`config.mk`:
```
export PLATFORM = sky130hd
export DESIGN_NAME = multi_axis_step_pulse_generator
export DESIGN_NICKNAME = d
export VERILOG_FILES = /design/src/sv/msp_pkg.sv /design/src/sv/msp_axis.sv /design/src/sv/multi_axis_step_pulse_generator.sv
export SDC_FILE = /design/constraint.sdc
export NUM_CORES = 1
export LEC_CHECK = 0
export CELL_PAD_IN_SITES_DETAIL_PLACEMENT = 0
export CELL_PAD_IN_SITES_GLOBAL_PLACEMENT = 1
export CORE_MARGIN = 8
export CORE_UTILIZATION = 50
export DETAILED_ROUTE_END_ITERATION = 10
export DONT_BUFFER_PORTS = 1
export MAX_ROUTING_LAYER = met4
export PLACE_DENSITY = 0.77
export SETUP_SLACK_MARGIN = 0.3
export SLEW_MARGIN = 15
export SYNTH_ARGS = -nofsm -noshare
export SYNTH_HDL_FRONTEND = slang
export SYNTH_HIERARCHICAL = 1
export SYNTH_SLANG_ARGS = --single-unit
```
`constraint.sdc`:
```
create_clock -name i_clk -period 6.8 [get_ports i_clk]
set_input_delay 1.02 -clock i_clk [delete_from_list [all_inputs] [get_ports i_clk]]
set_output_delay 1.02 -clock i_clk [all_outputs]
set_load 0.1 [all_outputs]
```
`src/sv/msp_pkg.sv`:
```
// Package for the multi-axis step/dir pulse generator.
// Shared constants, action codes and per-axis control/status structs.
// No dependencies.
package msp_pkg;

    localparam int AXIS_SLOTS = 4;
    localparam int AXIS_W     = 2;
    localparam int STEPS_W    = 24;   // move_steps field width
    localparam int PERIOD_W   = 20;   // tick_period field width
    localparam int IN_TDATA_W = 48;   // 24 + 20 + 1 bits, padded to bytes
    localparam int IN_TUSER_W = 3;    // action + axis
    localparam int OUT_TDATA_W = 16;  // four 4-bit status fields

    // action codes
    localparam logic ACT_TICK = 1'b0;
    localparam logic ACT_LOAD = 1'b1;

    // control from the top level to one axis
    typedef struct packed {
        logic advance;  // item moves from input register to result register
        logic tick;     // item is a timer tick
        logic load;     // item loads this axis
        logic dir;      // direction for a load
    } t_axis_ctl;

    // next-state status from one axis, registered by the top level
    typedef struct packed {
        logic step;
        logic dir;
        logic busy;
        logic done;
    } t_axis_stat;

endpackage

```
`src/sv/msp_axis.sv`:
```
// One stepper axis: step/tick counters, goals, direction and enable.
// Depends on msp_pkg (t_axis_ctl, t_axis_stat).
module msp_axis #(
    parameter int STEP_COUNT_BITS = 24,
    parameter int PERIOD_BITS     = 20
) (
    input  logic                       i_clk,
    input  logic                       i_rst_n,
    input  msp_pkg::t_axis_ctl         i_ctl,
    input  logic [STEP_COUNT_BITS-1:0] i_steps,
    input  logic [PERIOD_BITS-1:0]     i_period,
    output msp_pkg::t_axis_stat        o_stat
);
    import msp_pkg::*;

    logic [PERIOD_BITS-1:0]     r_tick,   n_tick;
    logic [STEP_COUNT_BITS-1:0] r_done,   n_done;
    logic [STEP_COUNT_BITS-1:0] r_goal,   n_goal;
    logic [PERIOD_BITS-1:0]     r_period, n_period;
    logic                       r_dir,    n_dir;
    logic                       r_on,     n_on;
    logic                       w_step,   w_fin;

    always_comb begin
        n_tick   = r_tick;
        n_done   = r_done;
        n_goal   = r_goal;
        n_period = r_period;
        n_dir    = r_dir;
        n_on     = r_on;
        w_step   = 1'b0;
        w_fin    = 1'b0;
        if (i_ctl.load) begin
            n_goal   = i_steps;
            n_period = i_period;
            n_dir    = i_ctl.dir;
            n_tick   = '0;
            n_done   = '0;
            n_on     = 1'b1;
        end else if (i_ctl.tick && r_on) begin
            if (r_done == r_goal) begin
                // move complete
                n_on     = 1'b0;
                n_tick   = '0;
                n_done   = '0;
                n_goal   = '0;
                n_period = '0;
                w_fin    = 1'b1;
            end else if (r_tick == r_period) begin
                n_tick = '0;
                n_done = r_done + 1'b1;
                w_step = 1'b1;
            end else begin
                n_tick = r_tick + 1'b1;
            end
        end
    end

    assign o_stat.step = w_step;
    assign o_stat.dir  = n_dir;
    assign o_stat.busy = n_on;
    assign o_stat.done = w_fin;

    always_ff @(posedge i_clk) begin
        if (!i_rst_n) begin
            r_on  <= 1'b0;
            r_dir <= 1'b0;
        end else if (i_ctl.advance) begin
            r_on  <= n_on;
            r_dir <= n_dir;
        end
    end

    // counters and goals only matter while the axis is enabled
    always_ff @(posedge i_clk) begin
        if (i_ctl.advance) begin
            r_tick   <= n_tick;
            r_done   <= n_done;
            r_goal   <= n_goal;
            r_period <= n_period;
        end
    end

endmodule

```
`src/sv/multi_axis_step_pulse_generator.sv`:
```
// Top level of the multi-axis step/dir pulse generator.
// Depends on msp_pkg and msp_axis.
//
// Usage:
//  - Slave stream carries commands. tuser selects the action (tick or load)
//    and the target axis; tdata carries the step goal, tick period and
//    direction for a load (ignored on a tick).
//  - A load arms one axis: counters cleared, goals and direction taken,
//    axis enabled. A load into a running axis replaces the move at once.
//    A load to an axis index at or above NUM_AXES changes nothing.
//  - A tick advances every enabled axis: it finishes (done bit) when its
//    step count has reached the goal, else steps when its tick counter
//    equals the period, else counts the tick.
//  - Every command beat yields exactly one status beat on the master
//    stream: step pulses, direction levels, busy and done bits per axis.
// Timing: a beat sits in the input register, where the axis compare/increment
//  logic works on it, then lands in the output register, which drives the
//  status beat; one beat per cycle sustained while the master side does not
//  stall. The input register refills while the output register holds.
// Stall: when the master side stalls, the output register holds its beat
//  and the input register holds one more; tready then drops.
// Reset (i_rst_n low, synchronous): all axes idle, directions clockwise,
//  both pipeline registers empty.
module multi_axis_step_pulse_generator #(
    parameter int NUM_AXES        = 4,
    parameter int STEP_COUNT_BITS = 24,
    parameter int PERIOD_BITS     = 20
) (
    input  logic                             i_clk,
    input  logic                             i_rst_n,
    // command stream
    input  logic                             i_s_axis_tvalid,
    output logic                             o_s_axis_tready,
    // tdata: move_steps[23:0], tick_period[43:24], move_dir[44], zero pad
    input  logic [msp_pkg::IN_TDATA_W-1:0]   i_s_axis_tdata,
    // tuser: action[0], axis[2:1]
    input  logic [msp_pkg::IN_TUSER_W-1:0]   i_s_axis_tuser,
    // status stream
    output logic                             o_m_axis_tvalid,
    input  logic                             i_m_axis_tready,
    // tdata: step_pulses[3:0], dir_levels[7:4], busy_axes[11:8],
    //        done_axes[15:12]
    output logic [msp_pkg::OUT_TDATA_W-1:0]  o_m_axis_tdata
);
    import msp_pkg::*;

    // input register
    logic                       r_in_vld;
    logic                       r_in_act;
    logic [AXIS_W-1:0]          r_in_axis;
    logic [STEP_COUNT_BITS-1:0] r_in_steps;
    logic [PERIOD_BITS-1:0]     r_in_period;
    logic                       r_in_dir;

    // output register
    logic                       r_out_vld;
    logic [AXIS_SLOTS-1:0]      r_step, r_dir, r_busy, r_done;

    logic                       w_advance;
    logic                       w_in_take;
    t_axis_stat                 w_stat [AXIS_SLOTS];
    logic [AXIS_SLOTS-1:0]      w_step, w_dir, w_busy, w_done;

    // input register moves on whenever the output register is free or drains
    assign w_advance       = r_in_vld && (!r_out_vld || i_m_axis_tready);
    assign o_s_axis_tready = !r_in_vld || w_advance;
    assign w_in_take       = i_s_axis_tvalid && o_s_axis_tready;

    always_ff @(posedge i_clk) begin
        if (!i_rst_n) begin
            r_in_vld <= 1'b0;
        end else if (o_s_axis_tready) begin
            r_in_vld <= i_s_axis_tvalid;
        end
    end

    always_ff @(posedge i_clk) begin
        if (w_in_take) begin
            r_in_act    <= i_s_axis_tuser[0];
            r_in_axis   <= i_s_axis_tuser[AXIS_W:1];
            r_in_steps  <= STEP_COUNT_BITS'(i_s_axis_tdata[STEPS_W-1:0]);
            r_in_period <= PERIOD_BITS'(i_s_axis_tdata[STEPS_W+PERIOD_W-1:STEPS_W]);
            r_in_dir    <= i_s_axis_tdata[STEPS_W+PERIOD_W];
        end
    end

    // per-axis logic; unused slots read as zero
    for (genvar gi = 0; gi < AXIS_SLOTS; gi++) begin : g_axis
        if (gi < NUM_AXES) begin : g_live
            t_axis_ctl w_ctl;
            assign w_ctl.advance = w_advance;
            assign w_ctl.tick    = (r_in_act == ACT_TICK);
            assign w_ctl.load    = (r_in_act == ACT_LOAD) && (r_in_axis == AXIS_W'(gi));
            assign w_ctl.dir     = r_in_dir;

            msp_axis #(
                .STEP_COUNT_BITS (STEP_COUNT_BITS),
                .PERIOD_BITS     (PERIOD_BITS)
            ) u_axis (
                .i_clk    (i_clk),
                .i_rst_n  (i_rst_n),
                .i_ctl    (w_ctl),
                .i_steps  (r_in_steps),
                .i_period (r_in_period),
                .o_stat   (w_stat[gi])
            );
        end else begin : g_idle
            assign w_stat[gi] = '0;
        end
        assign w_step[gi] = w_stat[gi].step;
        assign w_dir[gi]  = w_stat[gi].dir;
        assign w_busy[gi] = w_stat[gi].busy;
        assign w_done[gi] = w_stat[gi].done;
    end

    // output register
    always_ff @(posedge i_clk) begin
        if (!i_rst_n) begin
            r_out_vld <= 1'b0;
        end else if (w_advance) begin
            r_out_vld <= 1'b1;
        end else if (i_m_axis_tready) begin
            r_out_vld <= 1'b0;
        end
    end

    always_ff @(posedge i_clk) begin
        if (w_advance) begin
            r_step <= w_step;
            r_dir  <= w_dir;
            r_busy <= w_busy;
            r_done <= w_done;
        end
    end

    assign o_m_axis_tvalid = r_out_vld;
    assign o_m_axis_tdata  = {r_done, r_busy, r_dir, r_step};

`ifndef ASSERT_OFF
    // an axis never steps and finishes on the same tick
    a_step_done_excl: assert property (@(posedge i_clk) disable iff (!i_rst_n)
        r_out_vld |-> ((r_step & r_done) == '0))
        else $error("axis stepped and finished together");

    // a finished axis is idle; a stepping axis is still enabled
    a_done_idle: assert property (@(posedge i_clk) disable iff (!i_rst_n)
        r_out_vld |-> (((r_done & r_busy) == '0) && ((r_step & ~r_busy) == '0)))
        else $error("busy bit inconsistent with step/done");

    // a load beat reports neither pulses nor completions
    a_load_quiet: assert property (@(posedge i_clk) disable iff (!i_rst_n)
        (w_advance && (r_in_act == ACT_LOAD)) |=> ((r_step == '0) && (r_done == '0)))
        else $error("load beat produced step or done bits");

    // a load to axis 0 leaves it busy
    a_load_busy: assert property (@(posedge i_clk) disable iff (!i_rst_n)
        (w_advance && (r_in_act == ACT_LOAD) && (r_in_axis == AXIS_W'(0)))
            |=> r_busy[0])
        else $error("loaded axis not busy");
`endif

endmodule

```
==> results.ini <==
[synthesis]
async_flop_share_pct = 0
netlist_instances = 1654
yosys_warnings = 6
synth.distinct_cells = 43
syn_area_per_cell_sq_um = 12.4
synth_ff_type = edfxtp_1
synth_most_common_cell = edfxtp_1
ys_ff_latch = 426
ys_seq_area_share_pct = 61.9
synth_common_cells = edfxtp_1 (416), xor2_1 (244), and2_1 (181)
synth_top_cell_by_area = edfxtp_1
synth_edf_count = 416
netlist_area_sq_um = 20500
synth_top_area_share_pct = 60.9
yosys-top-cells-area = edfxtp_1 (61%), xor2_1 (10%), and2_1 (5.5%)
syn_nets = 1717

[place]
hpwl_mm = 30.2
portBuffers = 0
gp_congestion = 0.824
dp.cells = 2126

[worst_setup_path]
path_class = flip-flop to output port
worstPathRequired_ns = 5.78
reg2regPathDepth = 6
cp_max_fo = 3
path_delay_family = simple AND/OR/NAND/NOR gates
slowest_stage = nand3b_1
reg2reg_slack_ns = 3.57
path_depth = 1
reg2reg_from = g_axis[1].g_live.u_axis/r_done[2]$_SDFFCE_PP0P_
worst_setup_path_start_kind = flip-flop
critPathBufInv = 0
r2r_end = g_axis[1].g_live.u_axis/r_done[9]$_SDFFCE_PP0P_
critPathMaxStageDelay_ns = 1.01
cp.arrival_ns = 2.56
cp_cell_sequence = nand3b_1
end_kind = output port

[power_and_ir_drop]
clockPowerShare_pct = 45.3
p_comb_share_pct = 2.0
power_frac_seq_pct = 52.6
p_leak_nw = 7.15
intPower_mw = 4.50
power_density_nw_per_um2 = 251
p_sw_mw = 1.16
swShare_pct = 20.5
ir_drop_v = 0.000301

[detailed_routing]
firstDrtPassIters = 5
drt_iter0_markers = 1071
drc = 0
drt_wl_total_mm = 45.4
avgRoutedWirePerCell_um = 20.5
num_vias = 12200
vias_per_cell = 5.51
ant_nets = 0

[sta]
max-slew-margin-rel_pct = 25.3
period_minus_slack_ns = 3.58
hold_viol_final = 0
slew_viol_final = 0
rsz0062_at_grt = false
final.setup.tns_ns = 0
timing.final.crit_share_pct = 52.6
worst_slew_pin_slew_ns = 1.12
fmax_mhz = 280
setup_viol = 0
skew_ns = 0.0159

[floorplan]
dieArea_sq_um = 47800
fp.dieW_um = 219
die_h_um = 219
rows = 74
boundaryPins = 73
core_sq_um = 40600
start_util_pct = 50.5

[run_status]
outcome = complete, no violations

[clock_tree]
clk_latency_ns = 0.57
htreeDepth = 2
clockBufferDepth = 3
clockRootBuffer = clkbuf_16
clk_pin_slew_ns = 0.06
cts_setup_buffers = 0
postCtsHoldBufs = 0
cts_tree = yes
cts.repair.resized = 0
cts_sinks = 426
cts_buffers = 45

[grt]
antenna_found_initial = 4
grt_pass1_wl_mm = 70.6
grt.overflow.total = 0
grt_max_degree = 50
grt_pass1_vias = 12300
grtUsageTotal_pct = 19.6

[hold_path]
holdPathStages = 2
min_to = g_axis[3].g_live.u_axis/r_dir$_SDFFE_PN0P_
hp-start = g_axis[3].g_live.u_axis/r_dir$_SDFFE_PN0P_
hold_path_class = flip-flop to flip-flop

[layout]
multi_input_area_sq_um = 7340
drive_gt1_share_pct = 7.82
regArea_sq_um = 12700
area_delta_synth_final_pct = 10.2
final_cells = 2213
nFillCells = 3387
finalNetCount = 1705

[flow_run]
drv_cap = 0

## routing by layer
layer	global-route usage (%)	wire [um]	vias to the layer above
met4	5.96	1110	0
met1	24.9	19900	6014
met2	32.1	22100	260
li1	-	-	5850
met3	3.32	2300	71
met5	-	0	-
## cell families (layout without fill, tap and decap cells)
kind of cell	count (synthesis)	count (layout)	synth area share (%)
and+or+nand+nor	727	727	19.0
DFF	426	426	61.9
xor gates and xnor gates	336	336	14.4
buffers and inverters	118	140	2.72
AOI/OAI and AO/OA	31	31	1.15
adders and majority gates	8	8	0.488
muxes	8	8	0.415
other	0	5	0
## layout make-up
type | instances | area share, %
well taps | 532 | 2.95
multi-input cells | 1110 | 32.5
clock inverters | 25 | 1.37
flip-flops and latches | 426 | 56.2
clock buffers | 56 | 5.49
diodes | 5 | 0.0554
inverters | 35 | 0.581
repair buffers | 24 | 0.886
## state kept, by name, summed over array words and instances (netlist names), 4 cells and up
name	flops
g_axis.g_live.u_axis/r_done	96
g_axis.g_live.u_axis/r_goal	96
g_axis.g_live.u_axis/r_period	80
g_axis.g_live.u_axis/r_tick	80
r_in_steps	24
r_in_period	20
g_axis.g_live.u_axis/r_dir	4
g_axis.g_live.u_axis/r_on	4
r_busy	4
r_dir	4
r_done	4
r_step	4
## power groups by stage
stage,Clock (mW),Sequential [mW],Combinational [mW]
3_5_place_dp,0,3.03,0.115
2_1_floorplan,0,3.00,0.0911
5_1_grt,2.73,2.98,0.130
6_report,2.57,2.98,0.116
4_1_cts,2.63,2.98,0.115
3_3_place_gp,0,3.03,0.111
## per-stage QoR
step | hold slack [ns] | total power [mW] | utilization [%] | cell area [sq um] | setup slack [ns]
finish | 0.513 | 5.66 | 55.6 | 22600 | 3.22
global route | 0.514 | 5.84 | 55.6 | 22600 | 3.17
CTS | 0.506 | 5.73 | 55.5 | 22600 | 3.18
detailed placement | 0.502 | 3.15 | 51.7 | 21000 | 3.40
global placement | 0.493 | 3.14 | 51.7 | 21000 | 3.43
floorplan | 0.476 | 3.09 | - | 20500 | 2.17
## cells in the final DEF, fill, tap and decap left out, types with 7 or more instances in the layout
cell type,n
nor4_1,65
and4_1,15
nand4_1,52
buf_4,23
xor2_1,244
and2_1,181
edfxtp_1,416
nand3_1,63
xnor2_1,92
inv_1,35
ha_1,8
clkbuf_16,47
dfxtp_1,10
nand2_1,58
nor2_1,151
nor3_1,99
and3_1,13
clkinv_1,7
bufinv_16,7
## how the worst max path moves through the flow
| stage | start | endpoint | slack (ns) |
|---|---|---|---|
| after floorplan | i_m_axis_tready | g_axis[0].g_live.u_axis/r_goal[0]$_SDFFCE_PN0P_ | 2.17 |
| after global placement | i_m_axis_tready | g_axis[3].g_live.u_axis/r_goal[0]$_SDFFCE_PN0P_ | 3.43 |
| after detailed placement | i_m_axis_tready | g_axis[3].g_live.u_axis/r_goal[22]$_SDFFCE_PN0P_ | 3.40 |
| after CTS | o_m_axis_tvalid$_SDFFE_PN0P_ | o_s_axis_tready | 3.18 |
| after global routing | o_m_axis_tvalid$_SDFFE_PN0P_ | o_s_axis_tready | 3.17 |
| final | o_m_axis_tvalid$_SDFFE_PN0P_ | o_s_axis_tready | 3.22 |
No activity file was read; power rests on OpenSTA's default activity.
